<file path="src/sv/cosc_pkg.sv">
package cosc_pkg;

    localparam int PHASE_BITS_DEF  = 32;
    localparam int NOISE_SHIFT_DEF = 4;

    localparam int INC_W     = 32;
    localparam int DUTY_W    = 8;
    localparam int SAMPLE_W  = 8;
    localparam int LEVEL_W   = 8;
    localparam int LFSR_W    = 15;
    localparam int CFG_IDX_W = 2;
    localparam int CFG_DAT_W = 8;

    localparam logic [LFSR_W-1:0]   LFSR_RESET = 15'h7fff;
    localparam logic [SAMPLE_W-1:0] SAMPLE_MID = 8'd128;
    localparam logic [SAMPLE_W-1:0] SAMPLE_MAX = 8'd255;
    localparam logic [SAMPLE_W-1:0] SAMPLE_MIN = 8'd0;
    localparam logic [DUTY_W-1:0]   DUTY_LO    = 8'd1;
    localparam logic [DUTY_W-1:0]   DUTY_HI    = 8'd254;

    typedef enum logic [2:0] {
        WAVE_PULSE    = 3'd0,
        WAVE_TRIANGLE = 3'd1,
        WAVE_SAW      = 3'd2,
        WAVE_NOISE    = 3'd3,
        WAVE_SILENCE  = 3'd4
    } t_wave;

    typedef enum logic [CFG_IDX_W-1:0] {
        CFG_WAVE        = 2'd0,
        CFG_NOISE_SHORT = 2'd1,
        CFG_SUB_LEVEL   = 2'd2
    } t_cfg_idx;

    typedef enum logic [2:0] {
        ST_IDLE,
        ST_ADD,
        ST_CARRY,
        ST_NOISE,
        ST_MIX,
        ST_DONE
    } t_state;

    typedef struct packed {
        logic load;
        logic step;
        logic noise_en;
    } t_phase_ctl;

    typedef struct packed {
        logic [SAMPLE_W-1:0] main_top;
        logic                sub_msb;
        logic                pulse_hi;
    } t_phase_sts;

endpackage

</file>
<file path="src/sv/cosc_if.sv">
interface cosc_in_if;
    logic                           valid;
    logic                           ready;
    logic [cosc_pkg::INC_W-1:0]     phase_increment;
    logic [cosc_pkg::DUTY_W-1:0]    duty;

    modport source (output valid, output phase_increment, output duty, input ready);
    modport sink   (input valid, input phase_increment, input duty, output ready);
endinterface

interface cosc_out_if;
    logic                           valid;
    logic                           ready;
    logic [cosc_pkg::SAMPLE_W-1:0]  sample;

    modport source (output valid, output sample, input ready);
    modport sink   (input valid, input sample, output ready);
endinterface

interface cosc_cfg_if;
    logic                           valid;
    logic                           ready;
    logic [cosc_pkg::CFG_IDX_W-1:0] index;
    logic [cosc_pkg::CFG_DAT_W-1:0] data;

    modport source (output valid, output index, output data, input ready);
    modport sink   (input valid, input index, input data, output ready);
endinterface

</file>
<file path="src/sv/chiptune_oscillator_lfsr_noise.sv">
// Chiptune oscillator: one 8-bit sample item for each phase increment item.
// Channels: i_in (phase_increment, duty), o_out (sample), i_cfg (register
// writes: index 0 wave_select, 1 noise_short, 2 sub_level; always ready).
// An accepted item is added into the main and sub-octave phase accumulators
// (and, in noise mode, the noise accumulator) one bit per cycle, LSB first;
// the pulse compare runs in the same bit stream. In noise mode the LFSR then
// steps once per cycle, one step for each carry out of the noise accumulator
// (0 to 2^NOISE_RATE_SHIFT carries). With sub mixing on, a shift-add
// multiplier then scales the sample. i_in is ready only while idle, so one
// item is in work at a time and a new item is not accepted until the last
// is handed to the output register. The result sits in that register: a
// stalled receiver does not stop the next item, which waits in its last
// state until that register is free. Synchronous reset clears the phases
// and configuration, sets the LFSR to all ones and empties the output
// register.
module chiptune_oscillator_lfsr_noise #(
    parameter int PHASE_BITS       = cosc_pkg::PHASE_BITS_DEF,
    parameter int NOISE_RATE_SHIFT = cosc_pkg::NOISE_SHIFT_DEF
) (
    input  logic          i_clk,
    input  logic          i_rst_n,
    cosc_in_if.sink       i_in,
    cosc_out_if.source    o_out,
    cosc_cfg_if.sink      i_cfg
);
    localparam int BW = $clog2(PHASE_BITS);
    localparam logic [BW-1:0] LAST_BIT = BW'(PHASE_BITS - 1);

    cosc_pkg::t_state              r_state, n_state;
    logic [BW-1:0]                 r_bit, n_bit;
    logic [cosc_pkg::SAMPLE_W-1:0] r_smp, n_smp;
    logic                          r_out_valid, n_out_valid;
    logic [cosc_pkg::SAMPLE_W-1:0] r_out_sample, n_out_sample;

    logic [2:0]                    r_wave;
    logic                          r_short;
    logic [cosc_pkg::LEVEL_W-1:0]  r_level;

    cosc_pkg::t_phase_ctl          ctl;
    cosc_pkg::t_phase_sts          sts;
    logic [NOISE_RATE_SHIFT:0]     carries;
    logic                          lfsr_load, lfsr_busy, lfsr_bit;
    logic                          mix_start, mix_busy, mix_en, is_noise;
    logic [cosc_pkg::SAMPLE_W-1:0] mix_q, base;
    logic [4:0]                    tri_pos;
    logic [3:0]                    tri_lvl;
    logic                          in_ready;

    cosc_phase #(
        .PHASE_BITS       (PHASE_BITS),
        .NOISE_RATE_SHIFT (NOISE_RATE_SHIFT)
    ) u_phase (
        .i_clk     (i_clk),
        .i_rst_n   (i_rst_n),
        .i_ctl     (ctl),
        .i_inc     (i_in.phase_increment),
        .i_duty    (i_in.duty),
        .o_sts     (sts),
        .o_carries (carries)
    );

    cosc_lfsr #(
        .NOISE_RATE_SHIFT (NOISE_RATE_SHIFT)
    ) u_lfsr (
        .i_clk   (i_clk),
        .i_rst_n (i_rst_n),
        .i_load  (lfsr_load),
        .i_count (carries),
        .i_short (r_short),
        .o_busy  (lfsr_busy),
        .o_bit   (lfsr_bit)
    );

    cosc_mix u_mix (
        .i_clk   (i_clk),
        .i_rst_n (i_rst_n),
        .i_start (mix_start),
        .i_smp   (base),
        .i_sq    (~sts.sub_msb),
        .i_level (r_level),
        .o_busy  (mix_busy),
        .o_q     (mix_q)
    );

    always_ff @(posedge i_clk) begin
        if (!i_rst_n) begin
            r_wave  <= cosc_pkg::WAVE_PULSE;
            r_short <= 1'b0;
            r_level <= '0;
        end else if (i_cfg.valid) begin
            case (cosc_pkg::t_cfg_idx'(i_cfg.index))
                cosc_pkg::CFG_WAVE:        r_wave  <= i_cfg.data[2:0];
                cosc_pkg::CFG_NOISE_SHORT: r_short <= i_cfg.data[0];
                cosc_pkg::CFG_SUB_LEVEL:   r_level <= i_cfg.data;
                default: ;
            endcase
        end
    end

    assign i_cfg.ready = 1'b1;

    assign is_noise = (r_wave == cosc_pkg::WAVE_NOISE);
    assign mix_en   = (r_level != '0) &&
                      (r_wave inside {[cosc_pkg::WAVE_PULSE:cosc_pkg::WAVE_NOISE]});
    assign tri_pos  = sts.main_top[7:3];
    assign tri_lvl  = tri_pos[4] ? ~tri_pos[3:0] : tri_pos[3:0];

    always_comb begin
        case (cosc_pkg::t_wave'(r_wave))
            cosc_pkg::WAVE_PULSE:
                base = sts.pulse_hi ? cosc_pkg::SAMPLE_MAX : cosc_pkg::SAMPLE_MIN;
            cosc_pkg::WAVE_TRIANGLE: base = {tri_lvl, tri_lvl};
            cosc_pkg::WAVE_SAW:      base = sts.main_top;
            cosc_pkg::WAVE_NOISE:
                base = lfsr_bit ? cosc_pkg::SAMPLE_MAX : cosc_pkg::SAMPLE_MIN;
            default:                 base = cosc_pkg::SAMPLE_MID;
        endcase
    end

    always_ff @(posedge i_clk) begin
        if (!i_rst_n) begin
            r_state     <= cosc_pkg::ST_IDLE;
            r_bit       <= '0;
            r_out_valid <= 1'b0;
        end else begin
            r_state     <= n_state;
            r_bit       <= n_bit;
            r_out_valid <= n_out_valid;
        end
    end

    always_ff @(posedge i_clk) begin
        r_smp        <= n_smp;
        r_out_sample <= n_out_sample;
    end

    always_comb begin
        n_state      = r_state;
        n_bit        = r_bit;
        n_smp        = r_smp;
        n_out_valid  = r_out_valid & ~o_out.ready;
        n_out_sample = r_out_sample;
        ctl          = '0;
        lfsr_load    = 1'b0;
        mix_start    = 1'b0;
        in_ready     = 1'b0;
        case (r_state)
            cosc_pkg::ST_IDLE: begin
                in_ready = 1'b1;
                if (i_in.valid) begin
                    ctl.load = 1'b1;
                    n_bit    = '0;
                    n_state  = cosc_pkg::ST_ADD;
                end
            end
            cosc_pkg::ST_ADD: begin
                ctl.step     = 1'b1;
                ctl.noise_en = is_noise;
                n_bit        = r_bit + 1'b1;
                if (r_bit == LAST_BIT) begin
                    n_state = cosc_pkg::ST_CARRY;
                end
            end
            cosc_pkg::ST_CARRY: begin
                lfsr_load = is_noise;
                n_state   = cosc_pkg::ST_NOISE;
            end
            cosc_pkg::ST_NOISE: begin
                if (!lfsr_busy) begin
                    if (mix_en) begin
                        mix_start = 1'b1;
                        n_state   = cosc_pkg::ST_MIX;
                    end else begin
                        n_smp   = base;
                        n_state = cosc_pkg::ST_DONE;
                    end
                end
            end
            cosc_pkg::ST_MIX: begin
                if (!mix_busy) begin
                    n_smp   = mix_q;
                    n_state = cosc_pkg::ST_DONE;
                end
            end
            cosc_pkg::ST_DONE: begin
                if (!r_out_valid || o_out.ready) begin
                    n_out_valid  = 1'b1;
                    n_out_sample = r_smp;
                    n_state      = cosc_pkg::ST_IDLE;
                end
            end
            default: n_state = cosc_pkg::ST_IDLE;
        endcase
    end

    assign i_in.ready   = in_ready;
    assign o_out.valid  = r_out_valid;
    assign o_out.sample = r_out_sample;

endmodule

</file>
<file path="src/sv/cosc_phase.sv">
module cosc_phase #(
    parameter int PHASE_BITS       = cosc_pkg::PHASE_BITS_DEF,
    parameter int NOISE_RATE_SHIFT = cosc_pkg::NOISE_SHIFT_DEF
) (
    input  logic                          i_clk,
    input  logic                          i_rst_n,
    input  cosc_pkg::t_phase_ctl          i_ctl,
    input  logic [cosc_pkg::INC_W-1:0]    i_inc,
    input  logic [cosc_pkg::DUTY_W-1:0]   i_duty,
    output cosc_pkg::t_phase_sts          o_sts,
    output logic [NOISE_RATE_SHIFT:0]     o_carries
);
    localparam int PB = PHASE_BITS;
    localparam int CW = NOISE_RATE_SHIFT + 1;
    localparam logic [PB-1:0] PHASE_MASK = '1;
    localparam logic [PB-1:0] THRESH_STEP = PHASE_MASK / PB'(255);

    logic [PB-1:0] r_main, r_sub, r_nacc;
    logic [PB-1:0] r_inc, r_ninc, r_thr;
    logic [CW-1:0] r_nhi;
    logic          r_c_main, r_c_sub, r_c_nacc, r_lt;

    logic [PB-1:0]                inc_trunc;
    logic [cosc_pkg::DUTY_W-1:0]  duty_c;
    logic [PB-1:0]                thr_val;
    logic                         s_main, c_main, s_sub, c_sub, s_nacc, c_nacc;

    assign inc_trunc = i_inc[PB-1:0];

    always_comb begin
        if (i_duty < cosc_pkg::DUTY_LO) begin
            duty_c = cosc_pkg::DUTY_LO;
        end else if (i_duty > cosc_pkg::DUTY_HI) begin
            duty_c = cosc_pkg::DUTY_HI;
        end else begin
            duty_c = i_duty;
        end
    end

    assign thr_val = PB'(PB'(duty_c) * THRESH_STEP);

    assign s_main = r_main[0] ^ r_inc[0] ^ r_c_main;
    assign c_main = (r_main[0] & r_inc[0]) | (r_c_main & (r_main[0] ^ r_inc[0]));
    assign s_sub  = r_sub[0] ^ r_inc[1] ^ r_c_sub;
    assign c_sub  = (r_sub[0] & r_inc[1]) | (r_c_sub & (r_sub[0] ^ r_inc[1]));
    assign s_nacc = r_nacc[0] ^ r_ninc[0] ^ r_c_nacc;
    assign c_nacc = (r_nacc[0] & r_ninc[0]) | (r_c_nacc & (r_nacc[0] ^ r_ninc[0]));

    always_ff @(posedge i_clk) begin
        if (!i_rst_n) begin
            r_main   <= '0;
            r_sub    <= '0;
            r_nacc   <= '0;
            r_c_main <= 1'b0;
            r_c_sub  <= 1'b0;
            r_c_nacc <= 1'b0;
            r_lt     <= 1'b0;
        end else if (i_ctl.load) begin
            r_c_main <= 1'b0;
            r_c_sub  <= 1'b0;
            r_c_nacc <= 1'b0;
            r_lt     <= 1'b0;
        end else if (i_ctl.step) begin
            r_main   <= {s_main, r_main[PB-1:1]};
            r_c_main <= c_main;
            r_sub    <= {s_sub, r_sub[PB-1:1]};
            r_c_sub  <= c_sub;
            r_lt     <= (~s_main & r_thr[0]) | (~(s_main ^ r_thr[0]) & r_lt);
            if (i_ctl.noise_en) begin
                r_nacc   <= {s_nacc, r_nacc[PB-1:1]};
                r_c_nacc <= c_nacc;
            end else begin
                r_nacc   <= {r_nacc[0], r_nacc[PB-1:1]};
            end
        end
    end

    always_ff @(posedge i_clk) begin
        if (i_ctl.load) begin
            r_inc  <= inc_trunc;
            r_ninc <= PB'(inc_trunc << NOISE_RATE_SHIFT);
            r_nhi  <= CW'(inc_trunc >> (PB - NOISE_RATE_SHIFT));
            r_thr  <= thr_val;
        end else if (i_ctl.step) begin
            r_inc  <= {1'b0, r_inc[PB-1:1]};
            r_ninc <= {1'b0, r_ninc[PB-1:1]};
            r_thr  <= {r_thr[0], r_thr[PB-1:1]};
        end
    end

    assign o_sts.main_top = r_main[PB-1 -: cosc_pkg::SAMPLE_W];
    assign o_sts.sub_msb  = r_sub[PB-1];
    assign o_sts.pulse_hi = r_lt;
    assign o_carries      = r_nhi + CW'(r_c_nacc);

endmodule

</file>
<file path="src/sv/cosc_lfsr.sv">
module cosc_lfsr #(
    parameter int NOISE_RATE_SHIFT = cosc_pkg::NOISE_SHIFT_DEF
) (
    input  logic                          i_clk,
    input  logic                          i_rst_n,
    input  logic                          i_load,
    input  logic [NOISE_RATE_SHIFT:0]     i_count,
    input  logic                          i_short,
    output logic                          o_busy,
    output logic                          o_bit
);
    logic [cosc_pkg::LFSR_W-1:0] r_lfsr;
    logic [NOISE_RATE_SHIFT:0]   r_cnt;
    logic                        fb;

    assign fb = r_lfsr[0] ^ (i_short ? r_lfsr[6] : r_lfsr[1]);

    always_ff @(posedge i_clk) begin
        if (!i_rst_n) begin
            r_lfsr <= cosc_pkg::LFSR_RESET;
            r_cnt  <= '0;
        end else if (i_load) begin
            r_cnt  <= i_count;
        end else if (o_busy) begin
            r_lfsr <= {fb, r_lfsr[cosc_pkg::LFSR_W-1:1]};
            r_cnt  <= r_cnt - 1'b1;
        end
    end

    assign o_busy = (r_cnt != '0);
    assign o_bit  = r_lfsr[0];

endmodule

</file>
<file path="src/sv/cosc_mix.sv">
module cosc_mix (
    input  logic                            i_clk,
    input  logic                            i_rst_n,
    input  logic                            i_start,
    input  logic [cosc_pkg::SAMPLE_W-1:0]   i_smp,
    input  logic                            i_sq,
    input  logic [cosc_pkg::LEVEL_W-1:0]    i_level,
    output logic                            o_busy,
    output logic [cosc_pkg::SAMPLE_W-1:0]   o_q
);
    localparam int PW = 2 * cosc_pkg::SAMPLE_W;
    localparam int MUL_STEPS = cosc_pkg::LEVEL_W;
    localparam int CNT_W = $clog2(MUL_STEPS + 1);

    logic [PW-1:0]                  r_acc, r_mcand;
    logic [cosc_pkg::LEVEL_W-1:0]   r_mplier;
    logic [CNT_W-1:0]               r_cnt;
    logic [PW:0]                    qsum;

    always_ff @(posedge i_clk) begin
        if (!i_rst_n) begin
            r_cnt <= '0;
        end else if (i_start) begin
            r_cnt <= CNT_W'(MUL_STEPS);
        end else if (o_busy) begin
            r_cnt <= r_cnt - 1'b1;
        end
    end

    always_ff @(posedge i_clk) begin
        if (i_start) begin
            r_acc    <= i_sq ? ({i_level, 8'h00} - PW'(i_level)) : '0;
            r_mcand  <= PW'(i_smp);
            r_mplier <= ~i_level;
        end else if (o_busy) begin
            if (r_mplier[0]) begin
                r_acc <= r_acc + r_mcand;
            end
            r_mcand  <= {r_mcand[PW-2:0], 1'b0};
            r_mplier <= {1'b0, r_mplier[cosc_pkg::LEVEL_W-1:1]};
        end
    end

    // divide by 255: (x + x/256 + 1) / 256 is exact over the product range
    assign qsum   = {1'b0, r_acc} + (PW+1)'(r_acc[PW-1 -: cosc_pkg::SAMPLE_W]) + (PW+1)'(1);
    assign o_q    = qsum[PW-1 -: cosc_pkg::SAMPLE_W];
    assign o_busy = (r_cnt != '0);

endmodule
</file>
<file path="src/flat_wrapper.sv">
// flat-port wrapper written by rule: the top's interface ports become plain ports
module chiptune_oscillator_lfsr_noise_flat 
#(
    parameter int PHASE_BITS       = cosc_pkg::PHASE_BITS_DEF,
    parameter int NOISE_RATE_SHIFT = cosc_pkg::NOISE_SHIFT_DEF
)
  (i_clk, i_rst_n, i_in_valid, i_in_phase_increment, i_in_duty, i_in_ready, o_out_valid, o_out_sample, o_out_ready, i_cfg_valid, i_cfg_index, i_cfg_data, i_cfg_ready);
  cosc_in_if i_in_i ();
  cosc_out_if o_out_i ();
  cosc_cfg_if i_cfg_i ();
  input  logic i_clk;
  input  logic i_rst_n;
  input wire logic [$bits(i_in_i.valid)-1:0] i_in_valid;
  input wire logic [$bits(i_in_i.phase_increment)-1:0] i_in_phase_increment;
  input wire logic [$bits(i_in_i.duty)-1:0] i_in_duty;
  output wire logic [$bits(i_in_i.ready)-1:0] i_in_ready;
  output wire logic [$bits(o_out_i.valid)-1:0] o_out_valid;
  output wire logic [$bits(o_out_i.sample)-1:0] o_out_sample;
  input wire logic [$bits(o_out_i.ready)-1:0] o_out_ready;
  input wire logic [$bits(i_cfg_i.valid)-1:0] i_cfg_valid;
  input wire logic [$bits(i_cfg_i.index)-1:0] i_cfg_index;
  input wire logic [$bits(i_cfg_i.data)-1:0] i_cfg_data;
  output wire logic [$bits(i_cfg_i.ready)-1:0] i_cfg_ready;
  assign i_in_i.valid = i_in_valid;
  assign i_in_i.phase_increment = i_in_phase_increment;
  assign i_in_i.duty = i_in_duty;
  assign i_in_ready = i_in_i.ready;
  assign o_out_valid = o_out_i.valid;
  assign o_out_sample = o_out_i.sample;
  assign o_out_i.ready = o_out_ready;
  assign i_cfg_i.valid = i_cfg_valid;
  assign i_cfg_i.index = i_cfg_index;
  assign i_cfg_i.data = i_cfg_data;
  assign i_cfg_ready = i_cfg_i.ready;
  chiptune_oscillator_lfsr_noise #(.PHASE_BITS(PHASE_BITS), .NOISE_RATE_SHIFT(NOISE_RATE_SHIFT)) u_core (.i_clk(i_clk), .i_rst_n(i_rst_n), .i_in(i_in_i), .o_out(o_out_i), .i_cfg(i_cfg_i));
endmodule
</file>
<file path="config.mk">
export PLATFORM = sky130hd
export DESIGN_NAME = chiptune_oscillator_lfsr_noise_flat
export DESIGN_NICKNAME = d
export VERILOG_FILES = /design/src/sv/cosc_pkg.sv /design/src/sv/cosc_if.sv /design/src/sv/chiptune_oscillator_lfsr_noise.sv /design/src/sv/cosc_phase.sv /design/src/sv/cosc_lfsr.sv /design/src/sv/cosc_mix.sv /design/src/flat_wrapper.sv
export SDC_FILE = /design/constraint.sdc
export NUM_CORES = 1
export LEC_CHECK = 0
export BUFFER_PORTS_ARGS = -buffer_cell sky130_fd_sc_hd__buf_4
export CAP_MARGIN = 0
export CELL_PAD_IN_SITES_DETAIL_PLACEMENT = 0
export CELL_PAD_IN_SITES_GLOBAL_PLACEMENT = 1
export CORE_UTILIZATION = 48
export CTS_CLUSTER_SIZE = 20
export DETAILED_ROUTE_END_ITERATION = 10
export PLACE_DENSITY = 0.85
export RECOVER_POWER = 100
export SLEW_MARGIN = 10
export SYNTH_ARGS = -nofsm -noshare
export SYNTH_HDL_FRONTEND = slang
export SYNTH_SLANG_ARGS = --single-unit
</file>
<file path="constraint.sdc">
create_clock -name i_clk -period 4.6 [get_ports i_clk]
set_input_delay 1.38 -clock i_clk [delete_from_list [all_inputs] [get_ports i_clk]]
set_output_delay 1.38 -clock i_clk [all_outputs]
set_load 0.02 [all_outputs]
</file>
==> results of run 1 <==
[power groups by stage]
| stage | registers, W | clock network [W] | logic (W) |
|---|---|---|---|
| after floorplan | 0.00363 | 0 | 0.00191 |
| after global placement | 0.00373 | 0 | 0.00232 |
| after detailed placement | 0.00374 | 0 | 0.00236 |
| after CTS | 0.00369 | 0.00282 | 0.00239 |
| after global routing | 0.00373 | 0.00291 | 0.00267 |
| final | 0.00368 | 0.00276 | 0.00234 |
[layer usage]
metal,wire [um],GRT usage (%)
met1,12440,26.57
met2,11600,29.14
met3,1270,2.549
met4,439,4.506
met5,0,0
[path summary, 6_finish.rpt]
| kind | end | slack [ns] | cells past startpoint |
|---|---|---|---|
| worst min-delay path | u_core.o_out.sample[6] | 0.42 | 0 |
| worst max register to register | u_core.u_mix.r_acc[2] | 1.12 | 8 |
| worst max-delay path | u_core.u_phase.r_c_main | 1.0 | 3 |
| worst min register to register | u_core.o_out.sample[6] | 0.42 | 0 |
[through the flow]
step	power (W)	hold slack (ns)	setup slack, ns	util [%]	instances
after CTS	0.008891	0.4196	1.321	55.98	1786
after floorplan	0.005534	0.4003	0.6692	-	1359
after global routing	0.009313	0.4370	0.6761	55.56	1786
after detailed placement	0.006100	0.4045	1.445	51.78	1728
after global placement	0.006051	0.4032	1.507	51.78	1728
final	0.008775	0.4193	0.9991	55.56	1786
[registers in the layout, indices dropped and copies added, names as in the netlist, 4 cells and up]
| name | flops |
|---|---|
| u_core.u_phase.r_inc | 32 |
| u_core.u_phase.r_main | 32 |
| u_core.u_phase.r_nacc | 32 |
| u_core.u_phase.r_ninc | 32 |
| u_core.u_phase.r_sub | 32 |
| u_core.u_phase.r_thr | 32 |
| u_core.u_mix.r_acc | 16 |
| u_core.u_mix.r_mcand | 16 |
| u_core.u_lfsr.r_lfsr | 15 |
| u_core.o_out.sample | 8 |
| u_core.r_level | 8 |
| u_core.r_smp | 8 |
| u_core.u_mix.r_mplier | 8 |
| u_core.r_bit | 5 |
| u_core.u_lfsr.r_cnt | 5 |
| u_core.u_mix.r_cnt | 4 |
| u_core.u_phase.r_nhi | 4 |
[worst register-to-register path, stage by stage (launching register included)]
cell and delay [ns]:
dfxtp_1 0.31, inv_1 0.10, ha_1 0.18, nor4b_1 0.68, nand3_1 0.28, nand2b_1 0.54, clkbuf_1 0.55, or4_1 0.61
o21ai_0 0.08
[placed cells by master, fill, tap and decap left out, drive strengths merged, types with 3 or more instances in the layout]
| cell | netlist | routed |
|---|---|---|
| bufinv | 0 | 7 |
| edfxtp | 144 | 144 |
| nand3 | 28 | 28 |
| clkinv | 1 | 10 |
| and2 | 3 | 3 |
| nand3b | 7 | 7 |
| xor2 | 22 | 22 |
| a22o | 27 | 27 |
| nor2 | 36 | 36 |
| dfxtp | 157 | 157 |
| clkbuf | 43 | 62 |
| a31o | 3 | 3 |
| a21oi | 40 | 40 |
| or3 | 6 | 6 |
| ha | 32 | 32 |
| fa | 4 | 4 |
| a21o | 11 | 11 |
| buf | 37 | 52 |
| clkinvlp | 0 | 5 |
| xnor2 | 16 | 16 |
| inv | 18 | 18 |
| o21ai | 52 | 52 |
| nor2b | 19 | 19 |
| nand2b | 5 | 5 |
| mux2i | 22 | 22 |
| a21boi | 99 | 99 |
| nor3 | 14 | 14 |
| a211oi | 8 | 8 |
| nor4b | 3 | 3 |
| o211ai | 6 | 6 |
| a31oi | 3 | 3 |
| nor3b | 3 | 3 |
| nand2 | 446 | 446 |
| and3 | 9 | 9 |
[layout make-up]
class	instances	area (um2)
clock buffers	37	839.6
clock inverters	21	299.0
fillers	2408	12040
inverters	19	72.57
multi-input cells	959	5411
flip-flops and latches	301	7467
well taps	372	465.4
repair buffers	77	503.0
[logic make-up after synthesis]
logic type	synth area share, %
compound gates	14.11
xor+xnor	2.501
fa+ha+maj	3.611
buf+inv	3.150
flops	56.12
mux	1.824
other cells	0.02818
simple gates	18.66
==> flow_summary.ini, run 1 <==
[floorplan]
core_area_um2 = 27100
io_pins = 66
start_util_pct = 49.10
die_h_um = 168.5
die_x_um = 168.5
fp-row-count = 60
dieArea_um2 = 28390

[power_and_ir_drop]
power_density_nw_per_um2 = 582.7
p_leak_nw = 5.804
pwr-share-seq_pct = 41.9
power_frac_clock_pct = 31.4
combPwrFrac_pct = 26.6
switching_power_w = 0.002725
switching_share_pct = 31.06
p_int_w = 0.006049
peakVddDrop_mv = 0.3145

[yosys]
yosysWarnings = 0
synth-seq-cells = 301
synth-edff-count = 144
synth_area_leaders = edfxtp_1 (32%), dfxtp_1 (24%), nand2_1 (13%)
avgSynthCellArea_um2 = 9.791
netlist_top_cells_count = nand2_1 (446), dfxtp_1 (157), edfxtp_1 (144)
synthCells = 1359
ys_types = 69
synth_most_common_cell = nand2_1
syn_area_um2 = 13310
async_flop_share_pct = 0
yosys.area.top_type_share_pct = 32.50
synth_nets = 1450
synth-seq-area-share_pct = 56.12
synthFlopType = dfxtp_1
yosys.area.top_type = edfxtp_1

[worst_setup_path]
critPathLaunch = i_rst_n
path_buf_inv = 1
worstSetupPathType = in2reg
cp_max_fo = 76
startpoint_type = input port
critical_path.cell_chain = clkbuf_1 -> nand2_1 -> a211oi_1
critical_path.max_stage_delay_ns = 1.86
worst_ep_required_time_ns = 5.07
setup.worst_path.end_class = register
slowest_stage = clkbuf_1
worst_path_dominant_cell_family = buffers and inverters
arrival_ns = 4.07
regToRegStartpoint = u_core.u_lfsr.r_cnt[0]

[cells_and_area]
drive_gt1_share_pct = 8.204
syn_to_final_growth_pct = 13.16
n_antenna_cell = 0
layout.nets = 1480
final_area_um2 = 15060

[sta]
setup_viol = 0
rsz0062_at_grt = no
hold_viol = 0
fmax_mhz = 277.7
timing.final.crit_period_ns = 3.601
tns_ns = 0
relSlewSlack_pct = -78.69
clock_skew_ns = 0.006852
slew_viol_final = 78
worst_pin_slew_ns = 2.680
min_period_over_period_pct = 78.28

[global_route]
grt_pass1_wl_um = 43330
track_usage_pct = 18.37
grt_pass1_vias = 8882
grt_max_degree = 108
antenna_found_initial = 0
grt-ovfl-total = 0

[route]
drtAntennaViolNets = 0
vias_per_cell = 5.241
drc_errors = 0
drt-initial-drc-count = 694
wirelength_um = 25750
drtPass1Iterations = 5
wire_per_inst_um = 14.42
vias = 9360

[place]
hpwl_um = 16340
dpl-instance-area_um2 = 14030
port_buffers = 64
gp_congestion = 0.8371

[status]
violations = capacitance limit, slew limit
status = finished, violations left

[cts]
cts_root_buffer = clkbuf_16
htreeDepth = 1
holdBufCountCts = 0
clk_pin_slew_worst_paths_ns = 0.06
cts_setup_buffers = 0
cts_buffer_depth = 3
clk_latency_ns = 0.57
cts_sinks = 301
cts_buffers = 31
cts_tree = built
cts_resized = 0

[job]
cap_violations = 2

[hold_path]
hold_path.class = reg2reg
hold_start = u_core.r_smp[6]
Power figures use the tool's default switching activity.
==> run 2: changes to the inputs <==
Settings changed: ABC_AREA set to 1, CORE_UTILIZATION 48 to 42, PLACE_DENSITY 0.85 to 0.82.
Clock period 4.6 ns to 2.9 ns, I/O delays scaled along.
==> run 2 against run 1 <==
- the run now ends clean
- hold slack better by 0.0033 ns
- sequential power is 92% higher
- first-iteration DRC count is 7.8% lower
- clock power is 46% higher
- cell count is 18% higher
==> flow_summary.ini, run 2 <==
[worst_setup_path]
cp_max_fo = 30
cp_common_cell = nand2_1
critical_path.max_stage_delay_ns = 0.45
slowest_stage = nand4_4
worst_ep_required_time_ns = 3.03
setup.worst_path.end_class = register
startpoint_type = register
arrival_ns = 2.77
critical_path.cell_chain = inv_1 -> ha_1 -> nand2_1 -> nor2_1 -> nand2_1 -> nand4_4 -> nand2_1 -> clkbuf_1
worstSetupPathType = reg2reg

[sta]
worst_pin_slew_ns = 1.356
setup_ws_ns = 0.2600
fmax_mhz = 378.8
tns_ns = 0
rsz0062_at_grt = no
setup_viol = 0
relSlewSlack_pct = 9.477
hold_viol = 0
timing.final.crit_period_ns = 2.640
min_period_over_period_pct = 91.03
clock_skew_ns = 0.01266
slew_viol_final = 0

[power_and_ir_drop]
peakVddDrop_mv = 0.5681
p_leak_nw = 6.524
power_density_nw_per_um2 = 1112

[global_route]
track_usage_pct = 17.22
grt_pass1_vias = 9924
grt_pass1_wl_um = 47470
antenna_found_initial = 0
grt_max_degree = 130
grt-ovfl-total = 0

[yosys]
syn_area_um2 = 13610
netlist_top_cells_count = nand2_1 (592), inv_1 (160), dfxtp_1 (157)
yosys.area.top_type_share_pct = 31.78
yosysWarnings = 0
synth-seq-area-share_pct = 54.87
synth_area_leaders = edfxtp_1 (32%), dfxtp_1 (23%), nand2_1 (16%)
avgSynthCellArea_um2 = 8.328
synthCells = 1634
synth-seq-cells = 301
synthFlopType = dfxtp_1
async_flop_share_pct = 0
yosys.area.top_type = edfxtp_1
synth_most_common_cell = nand2_1
synth-edff-count = 144
synth_nets = 1725
ys_types = 35

[cells_and_area]
mostFrequentLayoutCell = nand2_1
n_antenna_cell = 0
syn_to_final_growth_pct = 12.84
multi_input_area_um2 = 5154
layout.nets = 1775
seq_area_um2 = 7467
fillCellCount = 3053
final_cell_mix = nand2_1 (592), inv_1 (163), dfxtp_1 (157)
drive_gt1_share_pct = 7.431

[cts]
clk_latency_ns = 0.50
cts_buffer_depth = 3
cts_resized = 0
holdBufCountCts = 0
cts_root_buffer = clkbuf_16
cts_sinks = 301
cts_tree = built
htreeDepth = 2
cts_buffers = 34
clk_pin_slew_worst_paths_ns = 0.06
cts_setup_buffers = 0

[status]
status = complete, no violations

[floorplan]
die_h_um = 182
io_pins = 66
fp-row-count = 65
core_area_um2 = 31720
start_util_pct = 42.90
dieArea_um2 = 33120
die_x_um = 182

[place]
pre_cts_ws_ns = 0.5312
hpwl_um = 18830
gp_congestion = 0.9156
port_buffers = 64

[route]
drtPass1Iterations = 5
wire_per_inst_um = 13.14
vias_per_cell = 4.895
vias = 10333
drt-initial-drc-count = 640
wirelength_um = 27750
drc_errors = 0
drtAntennaViolNets = 0

[job]
cap_violations = 0

[hold_path]
hold_path.class = reg2reg
## run 2: metrics by stage
stage	hold slack, ns	total power (W)	cells	area (um2)	utilization [%]
after floorplan	0.4003	0.01169	1634	13620	-
after detailed placement	0.4098	0.01333	2050	14460	45.59
after global routing	0.4370	0.01850	2111	15360	48.41
after global placement	0.4027	0.01322	2050	14460	45.59
final	0.4226	0.01708	2111	15360	48.41
after CTS	0.4234	0.01744	2111	15520	48.93
## run 2: where the power goes
group	total, W	internal, W	switching, W
Combinational	0.00598	0.00194	0.00404
Clock	0.00404	0.00241	0.00163
Sequential	0.00707	0.00640	0.000673
Total	0.0171	0.0107	0.00634
## run 2: final cells by class
type | count | area share [%]
clock buffer | 52 | 6.567
clock inverter | 9 | 0.3422
inverter | 168 | 4.147
multi-input combinational | 1098 | 33.56
sequential | 301 | 48.63
tap | 402 | 3.275
timing repair buffer | 81 | 3.479
## run 2: per-layer routing
layer  up-vias  GRT usage, %  wire (um)
met3        38         2.607       1166
met2       183         27.89      12560
met5         -             0          0
met4         0         4.739        515
met1      4713         23.92      13500
li1       5399             -          -
## run 2: critical path, delay by kind of cell (launching register included)
kind	cells	cell delay (ns)
buffers and inverters	2	0.56
flip-flops	1	0.36
adder cells (fa/ha/maj)	1	0.26
AND/OR/NAND/NOR	5	1.08
## run 2: kinds of logic after synthesis
family / after synthesis / share of synthesized area, %
simple gates: 754 / 22.48
flops: 301 / 54.87
compound gates: 288 / 10.79
buf+inv: 235 / 7.080
fa+ha+maj: 36 / 3.531
xor+xnor: 19 / 1.223
other cells: 1 / 0.02756
## run 2: path summary, 6_finish.rpt
kind | from | to | slack, ns | depth (start not counted)
worst max-delay path | u_core.r_level[0] | u_core.u_mix.r_mcand[4] | 0.26 | 8
worst min-delay path | u_core.r_smp[7] | u_core.o_out.sample[7] | 0.42 | 0
worst max register to register | u_core.r_level[0] | u_core.u_mix.r_mcand[4] | 0.26 | 8
worst min register to register | u_core.r_smp[7] | u_core.o_out.sample[7] | 0.42 | 0
